File: config.mk
export PLATFORM = sky130hd
export DESIGN_NAME = ewma_event_rate_meter_flat
export DESIGN_NICKNAME = d
export VERILOG_FILES = /design/src/rtl/eerm_pkg.sv /design/src/rtl/eerm_channels.sv /design/src/rtl/eerm_mul.sv /design/src/rtl/eerm_ctrl.sv /design/src/rtl/ewma_event_rate_meter.sv /design/src/flat_wrapper.sv
export SDC_FILE = /design/constraint.sdc
export NUM_CORES = 2
export LEC_CHECK = 0
export BUFFER_PORTS_ARGS = -buffer_cell sky130_fd_sc_hd__buf_2
export CORE_MARGIN = 2
export CORE_UTILIZATION = 50
export CTS_CLUSTER_SIZE = 40
export DETAILED_ROUTE_END_ITERATION = 8
export PLACE_DENSITY = 0.74
export SLEW_MARGIN = 20
export SYNTH_ARGS = -nofsm -noshare
export SYNTH_HDL_FRONTEND = slang
export SYNTH_SLANG_ARGS = --single-unit
File: constraint.sdc
create_clock -name clk -period 8.9 [get_ports clk]
set_clock_uncertainty 0.05 [all_clocks]
set_input_delay 0.89 -clock clk [delete_from_list [all_inputs] [get_ports clk]]
set_output_delay 0.89 -clock clk [all_outputs]
set_load 0.02 [all_outputs]
File: src/rtl/eerm_pkg.sv
// Shared types, widths and constants of the EWMA event rate meter.
// Depends on nothing; every other file of the block imports it.
package eerm_pkg;

    localparam int COUNT_WIDTH   = 32;
    localparam int FRACTION_BITS = 16;

    localparam int EVENT_W     = 8;
    localparam int ALPHA_W     = 16;
    localparam int RATE_W      = 48;
    localparam int CFG_INDEX_W = 8;
    localparam int INV_FRAC    = 16;

    localparam int PROD_W    = RATE_W + ALPHA_W;
    localparam int MUL_STEPS = RATE_W / ALPHA_W;
    localparam int STEP_W    = $clog2(MUL_STEPS);
    localparam int NUM_RATES = 3;
    localparam int SEL_W     = $clog2(NUM_RATES);

    localparam int SCALE_UP = (FRACTION_BITS >= INV_FRAC) ? FRACTION_BITS - INV_FRAC : 0;
    localparam int SCALE_DN = (FRACTION_BITS < INV_FRAC) ? INV_FRAC - FRACTION_BITS : 0;
    localparam int EXT_W    = PROD_W + 8;

    localparam logic [ALPHA_W-1:0] ALPHA_ONE_RESET     = ALPHA_W'(5240);
    localparam logic [ALPHA_W-1:0] ALPHA_FIVE_RESET    = ALPHA_W'(1083);
    localparam logic [ALPHA_W-1:0] ALPHA_FIFTEEN_RESET = ALPHA_W'(363);
    localparam logic [ALPHA_W-1:0] INV_INTERVAL_RESET  = ALPHA_W'(13107);
    localparam logic [PROD_W:0]    ROUND_UP            = (PROD_W + 1)'((1 << ALPHA_W) - 1);
    localparam logic [SEL_W-1:0]   LAST_RATE           = SEL_W'(NUM_RATES - 1);
    localparam logic [SEL_W-1:0]   SEL_ONE             = SEL_W'(0);
    localparam logic [SEL_W-1:0]   SEL_FIVE            = SEL_W'(1);
    localparam logic [SEL_W-1:0]   SEL_FIFTEEN         = SEL_W'(2);

    typedef enum logic [CFG_INDEX_W-1:0] {
        REG_ALPHA_ONE     = CFG_INDEX_W'(0),
        REG_ALPHA_FIVE    = CFG_INDEX_W'(1),
        REG_ALPHA_FIFTEEN = CFG_INDEX_W'(2),
        REG_INV_INTERVAL  = CFG_INDEX_W'(3)
    } reg_index_t;

    typedef enum logic [2:0] {
        ST_IDLE,
        ST_INST_GO,
        ST_INST_WAIT,
        ST_DIFF,
        ST_SMOOTH_WAIT,
        ST_PUBLISH
    } state_t;

    typedef struct packed {
        logic item_valid;
        logic item_tick;
        logic mul_done;
        logic primed;
        logic out_free;
    } stat_t;

    typedef struct packed {
        logic             idle;
        logic             mul_start;
        logic             mul_instant;
        logic             take_instant;
        logic             take_rate;
        logic             publish;
        logic [SEL_W-1:0] sel;
    } ctrl_t;

    // Brings the Q.16 count product to the rate format and saturates it.
    function automatic logic [RATE_W-1:0] scale_instant(input logic [PROD_W-1:0] prod);
        logic [EXT_W-1:0] ext;
        ext = (EXT_W'(prod) << SCALE_UP) >> SCALE_DN;
        if (ext[EXT_W-1:RATE_W] != '0)
        begin
            return '1;
        end
        return ext[RATE_W-1:0];
    endfunction

endpackage

File: src/rtl/eerm_channels.sv
// Handshake channel interfaces of the EWMA event rate meter: items in, rates out, config.
// Depends on eerm_pkg for the field widths.
interface eerm_in_if;
    import eerm_pkg::*;
    logic               valid;
    logic               ready;
    logic [EVENT_W-1:0] event_count;
    logic               interval_tick;

    modport source (output valid, output event_count, output interval_tick, input ready);
    modport sink (input valid, input event_count, input interval_tick, output ready);
endinterface

interface eerm_out_if;
    import eerm_pkg::*;
    logic              valid;
    logic              ready;
    logic [RATE_W-1:0] one_minute_rate;
    logic [RATE_W-1:0] five_minute_rate;
    logic [RATE_W-1:0] fifteen_minute_rate;
    logic              rates_valid;

    modport source (output valid, output one_minute_rate, output five_minute_rate,
                    output fifteen_minute_rate, output rates_valid, input ready);
    modport sink (input valid, input one_minute_rate, input five_minute_rate,
                  input fifteen_minute_rate, input rates_valid, output ready);
endinterface

interface eerm_cfg_if;
    import eerm_pkg::*;
    logic                   valid;
    logic                   ready;
    logic [CFG_INDEX_W-1:0] index;
    logic [ALPHA_W-1:0]     data;

    modport source (output valid, output index, output data, input ready);
    modport sink (input valid, input index, input data, output ready);
endinterface

File: src/rtl/eerm_mul.sv
// Shared iterative multiplier: 16-bit factor times 48-bit factor, one 16-bit chunk per cycle.
// Depends on eerm_pkg for widths.
module eerm_mul (
    input  logic                            clk,
    input  logic                            rst_n,
    input  logic                            start,
    input  logic [eerm_pkg::ALPHA_W-1:0]    a,
    input  logic [eerm_pkg::RATE_W-1:0]     b,
    output logic                            done,
    output logic [eerm_pkg::PROD_W-1:0]     product
);
    import eerm_pkg::*;

    logic                 busy_reg, busy_next;
    logic                 done_reg, done_next;
    logic [STEP_W-1:0]    cnt_reg, cnt_next;
    logic [ALPHA_W-1:0]   a_reg, a_next;
    logic [RATE_W-1:0]    b_reg, b_next;
    logic [PROD_W-1:0]    acc_reg, acc_next;
    logic [2*ALPHA_W-1:0] partial;

    assign partial = (2 * ALPHA_W)'(a_reg) * (2 * ALPHA_W)'(b_reg[RATE_W-1 -: ALPHA_W]);

    always_comb
    begin
        busy_next = busy_reg;
        done_next = 1'b0;
        cnt_next  = cnt_reg;
        a_next    = a_reg;
        b_next    = b_reg;
        acc_next  = acc_reg;
        if (start)
        begin
            busy_next = 1'b1;
            cnt_next  = STEP_W'(MUL_STEPS - 1);
            a_next    = a;
            b_next    = b;
            acc_next  = '0;
        end
        else if (busy_reg)
        begin
            acc_next = (acc_reg << ALPHA_W) + PROD_W'(partial);
            b_next   = b_reg << ALPHA_W;
            if (cnt_reg == '0)
            begin
                busy_next = 1'b0;
                done_next = 1'b1;
            end
            else
            begin
                cnt_next = cnt_reg - 1'b1;
            end
        end
    end

    always_ff @(posedge clk or negedge rst_n)
    begin
        if (!rst_n)
        begin
            busy_reg <= 1'b0;
            done_reg <= 1'b0;
            cnt_reg  <= '0;
        end
        else
        begin
            busy_reg <= busy_next;
            done_reg <= done_next;
            cnt_reg  <= cnt_next;
        end
    end

    always_ff @(posedge clk)
    begin
        a_reg   <= a_next;
        b_reg   <= b_next;
        acc_reg <= acc_next;
    end

    assign done    = done_reg;
    assign product = acc_reg;

endmodule

File: src/rtl/eerm_ctrl.sv
// Sequencer of the rate meter: walks one interval update through the shared multiplier.
// Depends on eerm_pkg for the state, status and control types.
module eerm_ctrl (
    input  logic            clk,
    input  logic            rst_n,
    input  eerm_pkg::stat_t stat,
    output eerm_pkg::ctrl_t ctrl
);
    import eerm_pkg::*;

    state_t           state_reg, state_next;
    logic [SEL_W-1:0] sel_reg, sel_next;

    always_ff @(posedge clk or negedge rst_n)
    begin
        if (!rst_n)
        begin
            state_reg <= ST_IDLE;
            sel_reg   <= '0;
        end
        else
        begin
            state_reg <= state_next;
            sel_reg   <= sel_next;
        end
    end

    always_comb
    begin
        state_next        = state_reg;
        sel_next          = sel_reg;
        ctrl              = '0;
        ctrl.sel          = sel_reg;
        case (state_reg)
            ST_IDLE:
            begin
                ctrl.idle = 1'b1;
                if (stat.item_valid)
                begin
                    if (stat.item_tick)
                    begin
                        state_next = ST_INST_GO;
                    end
                    else if (stat.out_free)
                    begin
                        ctrl.publish = 1'b1;
                    end
                    else
                    begin
                        state_next = ST_PUBLISH;
                    end
                end
            end
            ST_INST_GO:
            begin
                ctrl.mul_start   = 1'b1;
                ctrl.mul_instant = 1'b1;
                state_next       = ST_INST_WAIT;
            end
            ST_INST_WAIT:
            begin
                if (stat.mul_done)
                begin
                    ctrl.take_instant = 1'b1;
                    if (stat.primed)
                    begin
                        sel_next   = SEL_ONE;
                        state_next = ST_DIFF;
                    end
                    else
                    begin
                        state_next = ST_PUBLISH;
                    end
                end
            end
            ST_DIFF:
            begin
                ctrl.mul_start = 1'b1;
                state_next     = ST_SMOOTH_WAIT;
            end
            ST_SMOOTH_WAIT:
            begin
                if (stat.mul_done)
                begin
                    ctrl.take_rate = 1'b1;
                    if (sel_reg == LAST_RATE)
                    begin
                        state_next = ST_PUBLISH;
                    end
                    else
                    begin
                        sel_next   = sel_reg + 1'b1;
                        state_next = ST_DIFF;
                    end
                end
            end
            ST_PUBLISH:
            begin
                if (stat.out_free)
                begin
                    ctrl.publish = 1'b1;
                    state_next   = ST_IDLE;
                end
            end
            default:
            begin
                state_next = ST_IDLE;
            end
        endcase
    end

endmodule

File: src/rtl/ewma_event_rate_meter.sv
// Top level of the EWMA event rate meter: config registers, counters, rates and output beat.
// Depends on eerm_pkg, the channel interfaces, eerm_ctrl and eerm_mul.
//
// Every accepted item adds its events to a saturating pending count and yields one output
// beat with the one, five and fifteen minute rates after that item. An item without an
// interval tick is published from idle while the output register is free or drained in the
// same cycle. An item with a tick runs through the shared 16 by 48 bit multiplier, once for
// the instant rate and once per smoothed rate, and no new item is taken until its beat is
// published; the first interval only loads the instant rate. The configuration channel is
// always ready.
module ewma_event_rate_meter (
    input  logic              clk,
    input  logic              rst_n,
    eerm_in_if.sink           items,
    eerm_out_if.source        rates,
    eerm_cfg_if.sink          cfg
);
    import eerm_pkg::*;

    logic [ALPHA_W-1:0]     alpha_one_reg, alpha_five_reg, alpha_fifteen_reg, inv_reg;
    logic [COUNT_WIDTH-1:0] pending_reg, pending_next;
    logic [RATE_W-1:0]      rate_one_reg, rate_one_next;
    logic [RATE_W-1:0]      rate_five_reg, rate_five_next;
    logic [RATE_W-1:0]      rate_fifteen_reg, rate_fifteen_next;
    logic                   primed_reg, primed_next;
    logic [RATE_W-1:0]      instant_reg, instant_next;
    logic                   neg_reg, neg_next;
    logic                   out_valid_reg, out_valid_next;
    logic [RATE_W-1:0]      out_one_reg, out_five_reg, out_fifteen_reg;
    logic                   out_primed_reg;

    stat_t                  stat;
    ctrl_t                  ctrl;
    logic                   accept;
    logic [COUNT_WIDTH:0]   pending_sum;
    logic [RATE_W-1:0]      rate_cur, rate_upd, diff;
    logic [ALPHA_W-1:0]     alpha_cur, mul_a;
    logic [RATE_W-1:0]      mul_b;
    logic                   inst_ge;
    logic                   mul_done;
    logic [PROD_W-1:0]      product;
    logic [PROD_W:0]        product_round;

    assign accept        = items.valid && ctrl.idle;
    assign items.ready   = ctrl.idle;
    assign cfg.ready     = 1'b1;

    assign stat.item_valid = items.valid;
    assign stat.item_tick  = items.interval_tick;
    assign stat.mul_done   = mul_done;
    assign stat.primed     = primed_reg;
    assign stat.out_free   = !out_valid_reg || rates.ready;

    eerm_ctrl u_ctrl (
        .clk   (clk),
        .rst_n (rst_n),
        .stat  (stat),
        .ctrl  (ctrl)
    );

    eerm_mul u_mul (
        .clk     (clk),
        .rst_n   (rst_n),
        .start   (ctrl.mul_start),
        .a       (mul_a),
        .b       (mul_b),
        .done    (mul_done),
        .product (product)
    );

    always_comb
    begin
        case (ctrl.sel)
            SEL_ONE:
            begin
                rate_cur  = rate_one_reg;
                alpha_cur = alpha_one_reg;
            end
            SEL_FIVE:
            begin
                rate_cur  = rate_five_reg;
                alpha_cur = alpha_five_reg;
            end
            SEL_FIFTEEN:
            begin
                rate_cur  = rate_fifteen_reg;
                alpha_cur = alpha_fifteen_reg;
            end
            default:
            begin
                rate_cur  = rate_one_reg;
                alpha_cur = alpha_one_reg;
            end
        endcase
    end

    assign inst_ge       = instant_reg >= rate_cur;
    assign diff          = inst_ge ? instant_reg - rate_cur : rate_cur - instant_reg;
    assign mul_a         = ctrl.mul_instant ? inv_reg : alpha_cur;
    assign mul_b         = ctrl.mul_instant ? RATE_W'(pending_reg) : diff;
    assign product_round = (PROD_W + 1)'(product) + ROUND_UP;
    assign rate_upd      = neg_reg ? rate_cur - RATE_W'(product_round >> ALPHA_W)
                                   : rate_cur + RATE_W'(product >> ALPHA_W);
    assign pending_sum   = (COUNT_WIDTH + 1)'(pending_reg)
                         + (COUNT_WIDTH + 1)'(items.event_count);

    always_comb
    begin
        pending_next      = pending_reg;
        rate_one_next     = rate_one_reg;
        rate_five_next    = rate_five_reg;
        rate_fifteen_next = rate_fifteen_reg;
        primed_next       = primed_reg;
        instant_next      = instant_reg;
        neg_next          = neg_reg;
        out_valid_next    = out_valid_reg && !rates.ready;

        if (accept)
        begin
            pending_next = pending_sum[COUNT_WIDTH] ? '1 : pending_sum[COUNT_WIDTH-1:0];
        end
        if (ctrl.mul_start && !ctrl.mul_instant)
        begin
            neg_next = !inst_ge;
        end
        if (ctrl.take_instant)
        begin
            instant_next = scale_instant(product);
            pending_next = '0;
            if (!primed_reg)
            begin
                rate_one_next     = scale_instant(product);
                rate_five_next    = scale_instant(product);
                rate_fifteen_next = scale_instant(product);
                primed_next       = 1'b1;
            end
        end
        if (ctrl.take_rate)
        begin
            case (ctrl.sel)
                SEL_ONE:     rate_one_next     = rate_upd;
                SEL_FIVE:    rate_five_next    = rate_upd;
                SEL_FIFTEEN: rate_fifteen_next = rate_upd;
                default:     rate_one_next     = rate_one_reg;
            endcase
        end
        if (ctrl.publish)
        begin
            out_valid_next = 1'b1;
        end
    end

    always_ff @(posedge clk or negedge rst_n)
    begin
        if (!rst_n)
        begin
            alpha_one_reg     <= ALPHA_ONE_RESET;
            alpha_five_reg    <= ALPHA_FIVE_RESET;
            alpha_fifteen_reg <= ALPHA_FIFTEEN_RESET;
            inv_reg           <= INV_INTERVAL_RESET;
            pending_reg       <= '0;
            rate_one_reg      <= '0;
            rate_five_reg     <= '0;
            rate_fifteen_reg  <= '0;
            primed_reg        <= 1'b0;
            out_valid_reg     <= 1'b0;
        end
        else
        begin
            if (cfg.valid)
            begin
                case (cfg.index)
                    REG_ALPHA_ONE:     alpha_one_reg     <= cfg.data;
                    REG_ALPHA_FIVE:    alpha_five_reg    <= cfg.data;
                    REG_ALPHA_FIFTEEN: alpha_fifteen_reg <= cfg.data;
                    REG_INV_INTERVAL:  inv_reg           <= cfg.data;
                    default:           inv_reg           <= inv_reg;
                endcase
            end
            pending_reg      <= pending_next;
            rate_one_reg     <= rate_one_next;
            rate_five_reg    <= rate_five_next;
            rate_fifteen_reg <= rate_fifteen_next;
            primed_reg       <= primed_next;
            out_valid_reg    <= out_valid_next;
        end
    end

    always_ff @(posedge clk)
    begin
        instant_reg <= instant_next;
        neg_reg     <= neg_next;
        if (ctrl.publish)
        begin
            out_one_reg     <= rate_one_reg;
            out_five_reg    <= rate_five_reg;
            out_fifteen_reg <= rate_fifteen_reg;
            out_primed_reg  <= primed_reg;
        end
    end

    assign rates.valid               = out_valid_reg;
    assign rates.one_minute_rate     = out_one_reg;
    assign rates.five_minute_rate    = out_five_reg;
    assign rates.fifteen_minute_rate = out_fifteen_reg;
    assign rates.rates_valid         = out_primed_reg;

endmodule

File: src/flat_wrapper.sv
// flat-port wrapper written by rule: the top's interface ports become plain ports
module ewma_event_rate_meter_flat import eerm_pkg::*;
  (clk, rst_n, items_valid, items_event_count, items_interval_tick, items_ready, rates_valid, rates_one_minute_rate, rates_five_minute_rate, rates_fifteen_minute_rate, rates_rates_valid, rates_ready, cfg_valid, cfg_index, cfg_data, cfg_ready);
  eerm_in_if items_i ();
  eerm_out_if rates_i ();
  eerm_cfg_if cfg_i ();
  input  logic clk;
  input  logic rst_n;
  input wire logic [$bits(items_i.valid)-1:0] items_valid;
  input wire logic [$bits(items_i.event_count)-1:0] items_event_count;
  input wire logic [$bits(items_i.interval_tick)-1:0] items_interval_tick;
  output wire logic [$bits(items_i.ready)-1:0] items_ready;
  output wire logic [$bits(rates_i.valid)-1:0] rates_valid;
  output wire logic [$bits(rates_i.one_minute_rate)-1:0] rates_one_minute_rate;
  output wire logic [$bits(rates_i.five_minute_rate)-1:0] rates_five_minute_rate;
  output wire logic [$bits(rates_i.fifteen_minute_rate)-1:0] rates_fifteen_minute_rate;
  output wire logic [$bits(rates_i.rates_valid)-1:0] rates_rates_valid;
  input wire logic [$bits(rates_i.ready)-1:0] rates_ready;
  input wire logic [$bits(cfg_i.valid)-1:0] cfg_valid;
  input wire logic [$bits(cfg_i.index)-1:0] cfg_index;
  input wire logic [$bits(cfg_i.data)-1:0] cfg_data;
  output wire logic [$bits(cfg_i.ready)-1:0] cfg_ready;
  assign items_i.valid = items_valid;
  assign items_i.event_count = items_event_count;
  assign items_i.interval_tick = items_interval_tick;
  assign items_ready = items_i.ready;
  assign rates_valid = rates_i.valid;
  assign rates_one_minute_rate = rates_i.one_minute_rate;
  assign rates_five_minute_rate = rates_i.five_minute_rate;
  assign rates_fifteen_minute_rate = rates_i.fifteen_minute_rate;
  assign rates_rates_valid = rates_i.rates_valid;
  assign rates_i.ready = rates_ready;
  assign cfg_i.valid = cfg_valid;
  assign cfg_i.index = cfg_index;
  assign cfg_i.data = cfg_data;
  assign cfg_ready = cfg_i.ready;
  ewma_event_rate_meter u_core (.clk(clk), .rst_n(rst_n), .items(items_i), .rates(rates_i), .cfg(cfg_i));
endmodule
==> summary.md <==
The run finished with clean final reports. The routed via count divided by cell count is 6.09. Per report_power, the sequential group accounts for 49.1% of the total.

Switching part of the total: 21.9%. Entering global routing, the biggest net connects 97 pins. The run gives 35684 as the overall via count from detail_route. The number of enable flip-flop cells after synthesis works out to 258. The run gives 0 as the leftover overflow at the end of global routing. Highest metal layer used by the detailed router: met4. The congestion estimate from routability-driven global placement came to 0.975. The proportion of synthesized flip-flops having asynchronous set or reset works out to 43.8%. The register with the most flip-flops in the layout has 64 of them.

The mean instance size in the synthesized netlist is 9.30 µm², and the estimated wirelength of the detail-placed design is 96.4 mm. The logs give 35151 for the via count of the first global-routing pass and 67 for the number of buffers created by CTS. Count of distinct cell types in the synthesized netlist: 103.

Static timing analysis puts the maximum clock frequency at 129 MHz. The placed instances occupy a cell area of 0.0446 mm². Clock latency on the worst-skew pair, taken at its later pin, is 0.64 ns. The power per unit of standard cell area is 120 mW/mm². The run gives 0.000151 V as the largest voltage drop on the vdd net. Along the worst path, the maximum fanout reaches 16. The final layout contains 5183 nets. The logs give 0 ns for the setup total negative slack and 0.0882 mm² for the floorplan die area. The actual slew at the worst max-slew pin was 1.24 ns; the number of antenna violations at the first check in global routing was 0. During synthesis, Yosys emitted a total of 0 warnings. The initial DRC count came out at 3717. After clock tree synthesis, the setup repair step added 0 buffers.

The routed design uses 10.6 mm of met3 wire. The total nets after synthesis was 5146. The smallest clock period supported by the final layout is computed as 7.77 ns. TritonCTS built the clock tree.

For this run, design rule violations remaining after detail routing come to 0. Depth of the CTS H-tree: 3. The cell area after layout was 0.0469 mm²; the clock transition time at the flip-flop clock pins of the worst setup and hold paths was 0.06 ns. The height of the die came out at 297 µm.

Leaving out fill and tap cells, the most frequent cell in the layout is sky130_fd_sc_hd__inv_1. The run gives 49.8% as the relative contribution of the clock network to total power. For this configuration, the core starts out at a cell density of 50.4%. The routed design uses 61.1 mm of met2 wire. In this run the worst setup path terminates at u_core.u_mul.product[55]. The tools report the netlist area before placement as 0.0429 mm². The power share of the combinational group was 1.1%; the sequential fraction of the synthesis area was 35.7%.

The worst setup path is captured at a flop. The reg-to-reg critical path endpoint was u_core.u_mul.product[55]. The arrival time at the worst endpoint is 8.27 ns.

The run gives 186 as the number of top-level design ports. The floorplan step defined a core boundary enclosing 0.0851 mm². The startpoint of the most critical register-to-register path was u_core.u_mul.b_reg[36].

In the final layout, the share of cells above drive strength 1 is 11.7%. Category of the worst setup path launch point: a flop. The tools report the remaining number of nets flagged by the antenna check after routing as 0.

The category of the critical setup timing path was flop to flop. Relative to the synthesized area, the layout overhead comes to 9.27%. The tools report the row count as 107. Measured against its own limit, the worst slew margin works out to 16.2%. Setup repair after global routing left no endpoint under its margin.

In this run the worst hold path is classified as primary input to asynchronous set/reset pin. The count of buffers added on input and output ports is 184. Of the available clock period, the critical path in the final layout requires 87.3%. In the final routing, the length of wire on met1 measures 51.6 mm. The run gives 21.3 nW as the leakage dissipation.

The final number of hold-violating endpoints is 0, and the total internal power is 4.41 mW. Max-capacitance violation count: 0. The top cell types in the final layout, fill and taps aside, are sky130_fd_sc_hd__inv_1, sky130_fd_sc_hd__nand2_1, sky130_fd_sc_hd__o21ai_0. The logs give 0 for the count of cells resized by post-cts repair and 5 for the count of TritonRoute iterations in the first routing pass. In the synthesized netlist the dominant register cell turns out to be sky130_fd_sc_hd__edfxtp_1. In the final routed layout, each cell accounts on average for 22.3 µm.

The register bit count reported by yosys is 573, and the endpoint required time on the critical path is 9.40 ns. The tools report the root cell of the clock tree as sky130_fd_sc_hd__clkbuf_16. Global routing used 29.4% of the available tracks across all layers. For the maximum clock insertion buffer count, the log shows 3. The tools report the total count of max-transition violations in the final report as 0.

From left edge to right edge, the die measures 297 µm. The clock sink total is 573, and the first-pass GRT wire length is 204 mm. In this run the worst setup path begins at u_core.u_mul.b_reg[36]. The cell depth of the worst flop-to-flop path is 23. After clock tree synthesis, the flow added hold-fix buffers numbering 0.

The total of endpoints with negative setup slack in the final report was 0; the worst-case register-to-register setup slack was 1.13 ns. The final wirelength is 131 mm. In the synthesized netlist, the number of instances is 4618. In this run the power spent charging and discharging nets is 1.24 mW.
[stage by stage]
step | utilization (%) | hold slack [ns] | power, mW | cells | worst slack, ns
global route | 55.1 | 0.169 | 5.78 | 5854 | 0.792
floorplan | - | 0.398 | 2.84 | 4618 | 0.714
finish | 55.1 | 0.128 | 5.64 | 5856 | 1.13
CTS | 55.0 | 0.143 | 5.68 | 5853 | 1.23
global placement | 52.4 | 0.408 | 2.88 | 5729 | 1.43
detailed placement | 52.4 | 0.407 | 2.89 | 5729 | 1.25
[metal layers]
layer | GRT usage [%] | vias up
li1 | - | 16230
met1 | 38.1 | 17420
met2 | 47.4 | 1674
met3 | 4.84 | 360
met4 | 15.4 | 0
met5 | 0 | -
[power by group through the flow]
stage | sequential [mW] | clock [mW] | combinational, mW
final | 2.77 | 2.81 | 0.0622
after global routing | 2.77 | 2.94 | 0.0705
after CTS | 2.77 | 2.84 | 0.0643
after detailed placement | 2.82 | 0 | 0.0642
after global placement | 2.82 | 0 | 0.0625
after floorplan | 2.82 | 0 | 0.0208
[worst min path at each step]
| stage | startpoint | to | slack (ns) | depth (start not counted) |
|---|---|---|---|---|
| 2_1_floorplan | u_core.rate_one_reg[26] | u_core.rates.one_minute_rate[26] | 0.40 | 0 |
| 3_3_place_gp | u_core.rate_five_reg[45] | u_core.rates.five_minute_rate[45] | 0.41 | 0 |
| 3_5_place_dp | u_core.rate_one_reg[41] | u_core.rates.one_minute_rate[41] | 0.41 | 0 |
| 4_1_cts | rst_n | u_core.rate_five_reg[40] | 0.14 | 1 |
| 5_1_grt | rst_n | u_core.rate_five_reg[40] | 0.17 | 1 |
| 6_report | rst_n | u_core.rate_five_reg[40] | 0.13 | 1 |
[area by class of cell]
class,count,area (µm²)
clock inverters,37,423
well taps,1144,1430
fillers,7649,38200
diodes,2,5.00
repair buffers,244,1410
flip-flops and latches,573,15300
multi-input cells,3317,24800
clock buffers,87,1820
inverters,452,1700
[kinds of logic (layout without fill, tap and decap cells)]
kind of cell | count (synthesis) | after routing | synth area share [%]
AO/OA/AOI/OAI | 1278 | 1278 | 18.3
adder cells (fa/ha/maj) | 490 | 490 | 18.0
XOR/XNOR | 194 | 194 | 3.96
multiplexers | 134 | 134 | 3.35
flip-flops | 573 | 573 | 35.7
buffers and inverters | 728 | 820 | 6.70
other | 1 | 3 | 0.00873
AND/OR/NAND/NOR | 1220 | 1220 | 13.9
[cells in the mapped netlist (26+ instances only)]
master	instances	area [µm²]
sky130_fd_sc_hd__o21bai_1	35	263
sky130_fd_sc_hd__mux2i_1	59	591
sky130_fd_sc_hd__o22ai_1	81	507
sky130_fd_sc_hd__dfxtp_1	64	1280
sky130_fd_sc_hd__mux2_2	73	822
sky130_fd_sc_hd__dfstp_2	26	683
sky130_fd_sc_hd__ha_1	276	3450
sky130_fd_sc_hd__or2_2	43	269
sky130_fd_sc_hd__clkbuf_1	206	773
sky130_fd_sc_hd__nand4_1	63	394
sky130_fd_sc_hd__a22oi_1	70	526
sky130_fd_sc_hd__and3_1	28	175
sky130_fd_sc_hd__a211oi_1	31	233
sky130_fd_sc_hd__inv_1	449	1690
sky130_fd_sc_hd__a31oi_1	38	238
sky130_fd_sc_hd__dfrtp_1	225	5630
sky130_fd_sc_hd__edfxtp_1	258	7750
sky130_fd_sc_hd__nor2_1	248	931
sky130_fd_sc_hd__nand2_1	427	1600
sky130_fd_sc_hd__a21o_1	92	691
sky130_fd_sc_hd__buf_2	30	150
sky130_fd_sc_hd__and2_1	154	963
sky130_fd_sc_hd__o221ai_1	57	499
sky130_fd_sc_hd__o21ai_0	376	1880
sky130_fd_sc_hd__nor3_1	51	255
sky130_fd_sc_hd__xnor2_1	119	1040
sky130_fd_sc_hd__a21oi_1	342	1710
sky130_fd_sc_hd__fa_1	214	4280
sky130_fd_sc_hd__xor2_1	75	657
sky130_fd_sc_hd__nand3_1	66	330
[worst max-delay path, cell delays in order (launching register included)]
cell                        delay, ns
sky130_fd_sc_hd__edfxtp_1        0.65
sky130_fd_sc_hd__and2_1          0.30
sky130_fd_sc_hd__fa_1            0.54
sky130_fd_sc_hd__inv_1           0.05
sky130_fd_sc_hd__fa_1            0.45
sky130_fd_sc_hd__fa_1            0.50
sky130_fd_sc_hd__fa_1            0.54
sky130_fd_sc_hd__inv_1           0.05
sky130_fd_sc_hd__fa_1            0.47
sky130_fd_sc_hd__inv_1           0.05
sky130_fd_sc_hd__fa_1            0.52
sky130_fd_sc_hd__inv_1           0.06
sky130_fd_sc_hd__ha_1            0.35
sky130_fd_sc_hd__nand4_1         0.18
sky130_fd_sc_hd__nor2_1          0.23
sky130_fd_sc_hd__a31oi_1         0.14
sky130_fd_sc_hd__o21ai_0         0.23
sky130_fd_sc_hd__a2111oi_0       0.30
sky130_fd_sc_hd__o41ai_1         0.79
sky130_fd_sc_hd__a31o_2          0.28
sky130_fd_sc_hd__and2_1          0.40
sky130_fd_sc_hd__nand4_1         0.17
sky130_fd_sc_hd__xor2_1          0.20
sky130_fd_sc_hd__a21oi_1         0.18
(Power assumes the default switching activity.)
